$ cat src/sv/sc2a_pkg.sv
`timescale 1ns / 1ps

package sc2a_pkg;

    // Character queue geometry
    localparam int FIFO_DEPTH = 256;
    localparam int PTR_W      = $clog2(FIFO_DEPTH);

    // Operation codes
    localparam logic [1:0] OP_SCAN = 2'd0;
    localparam logic [1:0] OP_POP  = 2'd1;
    localparam logic [1:0] OP_PEEK = 2'd2;

    // Set 1 make codes with special handling
    localparam logic [6:0] SC_LSHIFT = 7'h2A;
    localparam logic [6:0] SC_RSHIFT = 7'h36;
    localparam logic [7:0] SC_CAPS   = 8'h3A;
    localparam logic [7:0] SC_CTRL   = 8'h1D;
    localparam logic [7:0] SC_ALT    = 8'h38;

    // ASCII helpers
    localparam logic [6:0] CH_LOWER_A  = 7'h61;
    localparam logic [6:0] CH_LOWER_Z  = 7'h7A;
    localparam logic [6:0] CASE_OFFSET = 7'd32;

    // Controller to datapath commands
    typedef struct packed {
        logic load;     // capture an incoming item
        logic exec;     // carry out the captured item and load the result
    } sc2a_cmd_t;

    // Datapath to controller status
    typedef struct packed {
        logic slot_free;    // result register can take a new item
    } sc2a_stat_t;

    // Ring pointer increment with wrap
    function automatic logic [PTR_W-1:0] sc2a_advance(input logic [PTR_W-1:0] p);
        logic [PTR_W-1:0] n;
        if (p == PTR_W'(FIFO_DEPTH - 1))
            n = '0;
        else
            n = p + 1'b1;
        return n;
    endfunction

endpackage

$ cat src/sv/sc2a_ctrl.sv
`timescale 1ns / 1ps

module sc2a_ctrl
    import sc2a_pkg::*;
(
    input  logic       clk,
    input  logic       rst_n,
    input  logic       cmd_valid,
    output logic       cmd_stall,
    input  sc2a_stat_t stat,
    output sc2a_cmd_t  cmd
);

    localparam logic ST_IDLE = 1'b0;
    localparam logic ST_EXEC = 1'b1;

    logic state_reg;
    logic state_next;

    // Next state
    always_comb
    begin
        state_next = state_reg;
        unique case (state_reg)
            ST_IDLE:
            begin
                if (cmd_valid)
                    state_next = ST_EXEC;
            end
            ST_EXEC:
            begin
                if (stat.slot_free)
                    state_next = ST_IDLE;
            end
            default:
            begin
                state_next = ST_IDLE;
            end
        endcase
    end

    always_ff @(posedge clk or negedge rst_n)
    begin
        if (!rst_n)
            state_reg <= ST_IDLE;
        else
            state_reg <= state_next;
    end

    // Commands
    assign cmd_stall = (state_reg != ST_IDLE);
    assign cmd.load  = (state_reg == ST_IDLE) && cmd_valid;
    assign cmd.exec  = (state_reg == ST_EXEC) && stat.slot_free;

endmodule

$ cat src/sv/sc2a_datapath.sv
`timescale 1ns / 1ps

module sc2a_datapath
    import sc2a_pkg::*;
(
    input  logic       clk,
    input  logic       rst_n,
    input  sc2a_cmd_t  cmd,
    output sc2a_stat_t stat,
    input  logic [1:0] op,
    input  logic [7:0] scancode,
    output logic       rsp_valid,
    input  logic       rsp_stall,
    output logic [6:0] out_char,
    output logic       char_valid,
    output logic       fifo_nonempty,
    output logic       dropped
);

    // Captured item
    logic [1:0]       op_reg;
    logic [7:0]       sc_reg;

    // Keyboard and queue state
    logic             shift_reg;
    logic             shift_next;
    logic             caps_reg;
    logic             caps_next;
    logic [PTR_W-1:0] wr_ptr_reg;
    logic [PTR_W-1:0] wr_ptr_next;
    logic [PTR_W-1:0] rd_ptr_reg;
    logic [PTR_W-1:0] rd_ptr_next;
    logic [6:0]       char_mem [FIFO_DEPTH];
    logic [6:0]       rd_data_reg;

    // Result register
    logic             rsp_valid_reg;
    logic             rsp_valid_next;
    logic [6:0]       out_char_reg;
    logic             char_valid_reg;
    logic             nonempty_reg;
    logic             dropped_reg;

    // Step results
    logic [6:0]       key;
    logic [6:0]       plain_ch;
    logic [6:0]       upper_ch;
    logic [6:0]       dec_char;
    logic             is_shift_key;
    logic             full;
    logic             push;
    logic             lost;
    logic [6:0]       res_char;
    logic             res_valid;

    // Unshifted set 1 map
    function automatic logic [6:0] sc2a_plain(input logic [6:0] k);
        logic [6:0] c;
        unique case (k)
            7'h02: c = 7'h31;  7'h03: c = 7'h32;  7'h04: c = 7'h33;  7'h05: c = 7'h34;
            7'h06: c = 7'h35;  7'h07: c = 7'h36;  7'h08: c = 7'h37;  7'h09: c = 7'h38;
            7'h0A: c = 7'h39;  7'h0B: c = 7'h30;  7'h0C: c = 7'h2D;  7'h0D: c = 7'h3D;
            7'h0E: c = 7'h08;  7'h0F: c = 7'h09;
            7'h10: c = 7'h71;  7'h11: c = 7'h77;  7'h12: c = 7'h65;  7'h13: c = 7'h72;
            7'h14: c = 7'h74;  7'h15: c = 7'h79;  7'h16: c = 7'h75;  7'h17: c = 7'h69;
            7'h18: c = 7'h6F;  7'h19: c = 7'h70;  7'h1A: c = 7'h5B;  7'h1B: c = 7'h5D;
            7'h1C: c = 7'h0A;
            7'h1E: c = 7'h61;  7'h1F: c = 7'h73;  7'h20: c = 7'h64;  7'h21: c = 7'h66;
            7'h22: c = 7'h67;  7'h23: c = 7'h68;  7'h24: c = 7'h6A;  7'h25: c = 7'h6B;
            7'h26: c = 7'h6C;  7'h27: c = 7'h3B;  7'h28: c = 7'h27;  7'h29: c = 7'h60;
            7'h2B: c = 7'h5C;  7'h2C: c = 7'h7A;  7'h2D: c = 7'h78;  7'h2E: c = 7'h63;
            7'h2F: c = 7'h76;  7'h30: c = 7'h62;  7'h31: c = 7'h6E;  7'h32: c = 7'h6D;
            7'h33: c = 7'h2C;  7'h34: c = 7'h2E;  7'h35: c = 7'h2F;
            7'h37: c = 7'h2A;  7'h39: c = 7'h20;
            7'h47: c = 7'h37;  7'h48: c = 7'h38;  7'h49: c = 7'h39;  7'h4A: c = 7'h2D;
            7'h4B: c = 7'h34;  7'h4C: c = 7'h35;  7'h4D: c = 7'h36;  7'h4E: c = 7'h2B;
            7'h4F: c = 7'h31;  7'h50: c = 7'h32;  7'h51: c = 7'h33;  7'h52: c = 7'h30;
            7'h53: c = 7'h2E;
            default: c = 7'h00;
        endcase
        return c;
    endfunction

    // Shifted set 1 map
    function automatic logic [6:0] sc2a_upper(input logic [6:0] k);
        logic [6:0] c;
        unique case (k)
            7'h02: c = 7'h21;  7'h03: c = 7'h40;  7'h04: c = 7'h23;  7'h05: c = 7'h24;
            7'h06: c = 7'h25;  7'h07: c = 7'h5E;  7'h08: c = 7'h26;  7'h09: c = 7'h2A;
            7'h0A: c = 7'h28;  7'h0B: c = 7'h29;  7'h0C: c = 7'h5F;  7'h0D: c = 7'h2B;
            7'h0E: c = 7'h08;  7'h0F: c = 7'h09;
            7'h10: c = 7'h51;  7'h11: c = 7'h57;  7'h12: c = 7'h45;  7'h13: c = 7'h52;
            7'h14: c = 7'h54;  7'h15: c = 7'h59;  7'h16: c = 7'h55;  7'h17: c = 7'h49;
            7'h18: c = 7'h4F;  7'h19: c = 7'h50;  7'h1A: c = 7'h7B;  7'h1B: c = 7'h7D;
            7'h1C: c = 7'h0A;
            7'h1E: c = 7'h41;  7'h1F: c = 7'h53;  7'h20: c = 7'h44;  7'h21: c = 7'h46;
            7'h22: c = 7'h47;  7'h23: c = 7'h48;  7'h24: c = 7'h4A;  7'h25: c = 7'h4B;
            7'h26: c = 7'h4C;  7'h27: c = 7'h3A;  7'h28: c = 7'h22;  7'h29: c = 7'h7E;
            7'h2B: c = 7'h7C;  7'h2C: c = 7'h5A;  7'h2D: c = 7'h58;  7'h2E: c = 7'h43;
            7'h2F: c = 7'h56;  7'h30: c = 7'h42;  7'h31: c = 7'h4E;  7'h32: c = 7'h4D;
            7'h33: c = 7'h3C;  7'h34: c = 7'h3E;  7'h35: c = 7'h3F;
            7'h37: c = 7'h2A;  7'h39: c = 7'h20;
            7'h47: c = 7'h37;  7'h48: c = 7'h38;  7'h49: c = 7'h39;  7'h4A: c = 7'h2D;
            7'h4B: c = 7'h34;  7'h4C: c = 7'h35;  7'h4D: c = 7'h36;  7'h4E: c = 7'h2B;
            7'h4F: c = 7'h31;  7'h50: c = 7'h32;  7'h51: c = 7'h33;  7'h52: c = 7'h30;
            7'h53: c = 7'h2E;
            default: c = 7'h00;
        endcase
        return c;
    endfunction

    // Item capture
    always_ff @(posedge clk)
    begin
        if (cmd.load)
        begin
            op_reg <= op;
            sc_reg <= scancode;
        end
    end

    // Key decode
    assign key          = sc_reg[6:0];
    assign is_shift_key = (key == SC_LSHIFT) || (key == SC_RSHIFT);
    assign plain_ch     = sc2a_plain(key);
    assign upper_ch     = sc2a_upper(key);

    always_comb
    begin
        if (shift_reg)
            dec_char = upper_ch;
        else if (caps_reg && (plain_ch >= CH_LOWER_A) && (plain_ch <= CH_LOWER_Z))
            dec_char = plain_ch - CASE_OFFSET;
        else
            dec_char = plain_ch;
    end

    assign full = (sc2a_advance(wr_ptr_reg) == rd_ptr_reg);

    // Step evaluation
    always_comb
    begin
        shift_next  = shift_reg;
        caps_next   = caps_reg;
        wr_ptr_next = wr_ptr_reg;
        rd_ptr_next = rd_ptr_reg;
        push        = 1'b0;
        lost        = 1'b0;
        res_char    = 7'h00;
        res_valid   = 1'b0;
        unique case (op_reg)
            OP_SCAN:
            begin
                if (sc_reg[7])
                begin
                    // release: only shift keys matter
                    if (is_shift_key)
                        shift_next = 1'b0;
                end
                else if (is_shift_key)
                    shift_next = 1'b1;
                else if (sc_reg == SC_CAPS)
                    caps_next = !caps_reg;
                else if ((sc_reg == SC_CTRL) || (sc_reg == SC_ALT))
                    shift_next = shift_reg;
                else if (dec_char != 7'h00)
                begin
                    if (full)
                        lost = 1'b1;
                    else
                    begin
                        push        = 1'b1;
                        wr_ptr_next = sc2a_advance(wr_ptr_reg);
                    end
                end
            end
            OP_POP, OP_PEEK:
            begin
                if (wr_ptr_reg != rd_ptr_reg)
                begin
                    res_char  = rd_data_reg;
                    res_valid = 1'b1;
                    if (op_reg == OP_POP)
                        rd_ptr_next = sc2a_advance(rd_ptr_reg);
                end
            end
            default:
            begin
                res_valid = 1'b0;
            end
        endcase
    end

    // State update
    always_ff @(posedge clk or negedge rst_n)
    begin
        if (!rst_n)
        begin
            shift_reg  <= 1'b0;
            caps_reg   <= 1'b0;
            wr_ptr_reg <= '0;
            rd_ptr_reg <= '0;
        end
        else if (cmd.exec)
        begin
            shift_reg  <= shift_next;
            caps_reg   <= caps_next;
            wr_ptr_reg <= wr_ptr_next;
            rd_ptr_reg <= rd_ptr_next;
        end
    end

    // Character store, registered read at the head of the queue
    always_ff @(posedge clk)
    begin
        if (cmd.exec && push)
            char_mem[wr_ptr_reg] <= dec_char;
        rd_data_reg <= char_mem[rd_ptr_reg];
    end

    // Result register
    assign stat.slot_free = !rsp_valid_reg || !rsp_stall;

    always_comb
    begin
        if (cmd.exec)
            rsp_valid_next = 1'b1;
        else if (!rsp_stall)
            rsp_valid_next = 1'b0;
        else
            rsp_valid_next = rsp_valid_reg;
    end

    always_ff @(posedge clk or negedge rst_n)
    begin
        if (!rst_n)
            rsp_valid_reg <= 1'b0;
        else
            rsp_valid_reg <= rsp_valid_next;
    end

    always_ff @(posedge clk)
    begin
        if (cmd.exec)
        begin
            out_char_reg   <= res_char;
            char_valid_reg <= res_valid;
            nonempty_reg   <= (wr_ptr_next != rd_ptr_next);
            dropped_reg    <= lost;
        end
    end

    assign rsp_valid     = rsp_valid_reg;
    assign out_char      = out_char_reg;
    assign char_valid    = char_valid_reg;
    assign fifo_nonempty = nonempty_reg;
    assign dropped       = dropped_reg;

    // Checks
    a_exec_needs_slot: assert property (@(posedge clk) disable iff (!rst_n)
        cmd.exec |-> stat.slot_free)
        else $error("item executed while result register occupied");

    a_drop_xor_char: assert property (@(posedge clk) disable iff (!rst_n)
        rsp_valid_reg |-> !(dropped_reg && char_valid_reg))
        else $error("result flags both a drop and a character");

    a_push_moves_wr: assert property (@(posedge clk) disable iff (!rst_n)
        (cmd.exec && push) |=> (wr_ptr_reg != $past(wr_ptr_reg)))
        else $error("write pointer did not advance on push");

    a_no_load_in_exec: assert property (@(posedge clk) disable iff (!rst_n)
        cmd.exec |-> !cmd.load)
        else $error("capture and execute in the same cycle");

endmodule

$ cat src/sv/scancode_to_ascii_fifo.sv
// Channel   Handshake              Item fields
// command   cmd_valid / cmd_stall  op, scancode
// response  rsp_valid / rsp_stall  out_char, char_valid, fifo_nonempty, dropped
//
// An item is captured, then executed against the registered head of the character
// store; one item is in work at a time.
// A new item is taken while a finished result still waits in the response register.
// Execution waits while that register is full and stalled.
// rst_n clears shift, caps lock, both queue pointers and the response valid.
`timescale 1ns / 1ps

module scancode_to_ascii_fifo
    import sc2a_pkg::*;
(
    input  logic       clk,
    input  logic       rst_n,
    input  logic       cmd_valid,
    output logic       cmd_stall,
    input  logic [1:0] op,
    input  logic [7:0] scancode,
    output logic       rsp_valid,
    input  logic       rsp_stall,
    output logic [6:0] out_char,
    output logic       char_valid,
    output logic       fifo_nonempty,
    output logic       dropped
);

    sc2a_cmd_t  cmd;
    sc2a_stat_t stat;

    // Sequencer
    sc2a_ctrl u_ctrl (
        .clk       (clk),
        .rst_n     (rst_n),
        .cmd_valid (cmd_valid),
        .cmd_stall (cmd_stall),
        .stat      (stat),
        .cmd       (cmd)
    );

    // Decode, queue and response
    sc2a_datapath u_datapath (
        .clk           (clk),
        .rst_n         (rst_n),
        .cmd           (cmd),
        .stat          (stat),
        .op            (op),
        .scancode      (scancode),
        .rsp_valid     (rsp_valid),
        .rsp_stall     (rsp_stall),
        .out_char      (out_char),
        .char_valid    (char_valid),
        .fifo_nonempty (fifo_nonempty),
        .dropped       (dropped)
    );

endmodule
$ cat config.mk
export PLATFORM = sky130hd
export DESIGN_NAME = scancode_to_ascii_fifo
export DESIGN_NICKNAME = d
export VERILOG_FILES = /design/src/sv/sc2a_pkg.sv /design/src/sv/sc2a_ctrl.sv /design/src/sv/sc2a_datapath.sv /design/src/sv/scancode_to_ascii_fifo.sv
export SDC_FILE = /design/constraint.sdc
export NUM_CORES = 2
export LEC_CHECK = 0
export BUFFER_PORTS_ARGS = -buffer_cell sky130_fd_sc_hd__buf_2
export CAP_MARGIN = 30
export CORE_MARGIN = 1
export CORE_UTILIZATION = 55
export DETAILED_ROUTE_END_ITERATION = 8
export GPL_ROUTABILITY_DRIVEN = 0
export PLACE_DENSITY_LB_ADDON = 0.2
export SKIP_LAST_GASP = 1
export SLEW_MARGIN = 20
export SYNTH_ARGS = -nofsm -noshare
export SYNTH_HDL_FRONTEND = slang
export SYNTH_SLANG_ARGS = --single-unit
$ cat constraint.sdc
create_clock -name clk -period 7.7 [get_ports clk]
set_clock_uncertainty 0.15 [all_clocks]
set_input_delay 0.385 -clock clk [delete_from_list [all_inputs] [get_ports clk]]
set_output_delay 0.385 -clock clk [all_outputs]
set_load 0.02 [all_outputs]
==> impl_metrics.csv <==
group,metric,value,unit
run_status,status,"complete, no violations",
yosys,ys_types,76,
clock_tree,cts_buffer_depth,3,
die,ioPinCount,26,
drt,num_vias,36570,
timing,max_freq,0.1903,GHz
yosys,synth_ff_type,"edfxtp_1",
yosys,syn-num-nets,3498,
placement,place_hpwl,112.9,mm
drt,drt_iter0_markers,5051,
drt,drc,0,
clock_tree,clk_pin_slew,0.06,ns
global_route,grt_first_pass_wirelength,268.8,mm
cells_and_area,final_common_cell,"edfxtp_1",
critical_path,critPathMaxFanout,55,
yosys,ys_ff_latch,1853,
critical_path,critical_path_required,8.01,ns
clock_tree,cts.sinks,1853,
yosys,synth_edf_count,1812,
power,power_density,370.1,nW/um^2
timing,rsz0062_at_grt,"no",
die,die_h,368.6,um
yosys,synth-async-reset-ratio,0.01079,
global_route,grt_max_degree,205,
power,total_power,30360,uW
cells_and_area,top_register,"u_datapath.char_mem",
critical_path,end_kind,"flop",
timing,setup_viol,0,
yosys,syn_avg_cell_area,21.34,um^2
drt,drt_first_pass_iters,7,
timing,fin_crit_sh,0.6826,
drt,routed_wirelength,184.7,mm
yosys,seq_area_frac_synth,0.7484,
die,die_w,368.6,um
clock_tree,postCtsResizedCells,0,
placement,port_buffers,25,
die,num_rows,134,
timing,relSlewSlack,0.2091,
die,initial_core_util,0.5540,
yosys,syn-cell-area,73930,um^2
critical_path,critical_path_arrival,5.57,ns
timing,tns,0,ns
clock_tree,cts_buffers,178,
power,p_leak,0.02518,uW
yosys,synthCells,3465,
clock_tree,insertion_delay,0.85,ns
timing,finalCriticalPeriod,5.256,ns
cells_and_area,finalNetCount,3555,
drt,drtAntennaViolNets,0,
global_route,grt_overflow,0,
timing,tightest_slew,1.186,ns
die,fp.dieArea,135900,um^2
critical_path,critPathLaunchType,"flop",
job,drv_cap,0,
clock_tree,holdBufCountCts,15,
hold_path,holdCritPathClass,"in -> reg",
drt,wl_per_cell,33.87,um
cells_and_area,final_cell_mix,"edfxtp_1, mux4_2, nor2_1",
global_route,globalRouteTotalUtil,0.2787,
power,ir_worst_vdd,0.4390,mV
clock_tree,postCtsSetupRepairBufs,0,
clock_tree,cts_htree_levels,4,
clock_tree,cts-root-buf,"clkbuf_16",
cells_and_area,largest_reg_flops,1792,
timing,hold_violations,0,
cells_and_area,layout-drive-gt1-share,0.2634,
cells_and_area,syn_to_final_growth,10.98,%
global_route,grt_pass1_vias,36510,
timing,slew_violations,0,
clock_tree,cts_tree,"yes",
die,core_area,133500,um^2
yosys,yosys_warnings,0,
drt,viasPerCell,6.704,
critical_path,crit_type,"reg -> reg",
global_route,antenna_found_initial,4,
## critical path, stage by stage, from the launching register on
cell and delay, ns:
dfxtp_1 0.34, or4_4 0.55, or3_1 0.38, a2111o_1 0.46, nand3_4 0.53, o31ai_1 0.21
nor2_1 0.40, nand4_4 0.68, buf_4 0.57, nor2_1 0.53
## stage by stage
step                      worst slack [ns]  cell area (um^2)  utilization  cells  hold slack [ns]
after floorplan                      2.194             73930            -   3465         -0.06059
after global placement               2.574             75850       0.5683   5092           0.2607
after detailed placement             2.480             75880       0.5685   5094           0.2740
after CTS                            2.476             82000       0.6145   5446          0.05692
after global routing                 2.241             82030       0.6147   5447           0.1124
final                                2.444             82050       0.6148   5454           0.1162
## final timing paths
check	slack (ns)	cells after the start	end	from
setup / recovery	2.44	9	u_datapath.char_mem[86][2]	u_datapath.plain_ch[1]
hold / removal	0.12	2	u_datapath.op_reg[1]	op[1]
min in group asynchronous	0.40	4	u_datapath.rsp_valid	rst_n
max in group asynchronous	6.82	4	u_datapath.rd_ptr_reg[4]	rst_n
hold reg to reg	0.35	1	u_datapath.caps_reg	u_datapath.caps_reg
setup reg to reg	2.44	9	u_datapath.char_mem[86][2]	u_datapath.plain_ch[1]
## synthesized netlist by cell type (21+ instances only)
library cell | number | area [um^2]
a22oi_1 | 23 | 172.7
edfxtp_1 | 1812 | 54410
nor2_1 | 299 | 1122
buf_6 | 21 | 236.5
a21oi_1 | 32 | 160.2
mux4_2 | 584 | 13150
clkbuf_1 | 111 | 416.7
dfxtp_1 | 21 | 420.4
buf_1 | 51 | 191.4
nand2_1 | 126 | 473.0
o21ai_0 | 46 | 230.2
## power breakdown
group          total, uW  switching, uW  internal (uW)
combinational       8620           5300           3320
clock               8890           3840           5060
sequential         12900            272          12600
## cells by family (layout without fill, tap and decap cells)
logic type | count (synthesis) | count (layout) | synth area share
DFF | 1853 | 1853 | 0.7484
xor gates and xnor gates | 32 | 32 | 0.003977
AOI/OAI and AO/OA | 189 | 189 | 0.01709
adders and majority gates | 19 | 19 | 0.003216
other | 0 | 7 | 0
and+or+nand+nor | 543 | 543 | 0.03188
buffers and inverters | 220 | 434 | 0.01383
muxes | 609 | 609 | 0.1816
## area by class of cell
cell class                      instances  area [um^2]
Antenna cell                            7        17.52
Fill cell                            8895        51410
Clock buffer                          213         4596
Sequential cell                      1853        55350
Multi-Input combinational cell       1392        17690
Clock inverter                        124         1374
Tap cell                             1768         2212
Inverter                               14        57.56
Timing Repair Buffer                   83        753.2
## layer usage
layer,part of all wire,routed length [um],vias to the layer above,GRT usage
met5,0.00014,26,-,0
met4,0.040,7307,6,0.1022
met3,0.10,19030,404,0.06684
met2,0.46,85780,2318,0.4183
met1,0.39,72590,19240,0.4034
li1,-,-,14600,-
No activity file was read; power rests on OpenSTA's default activity.
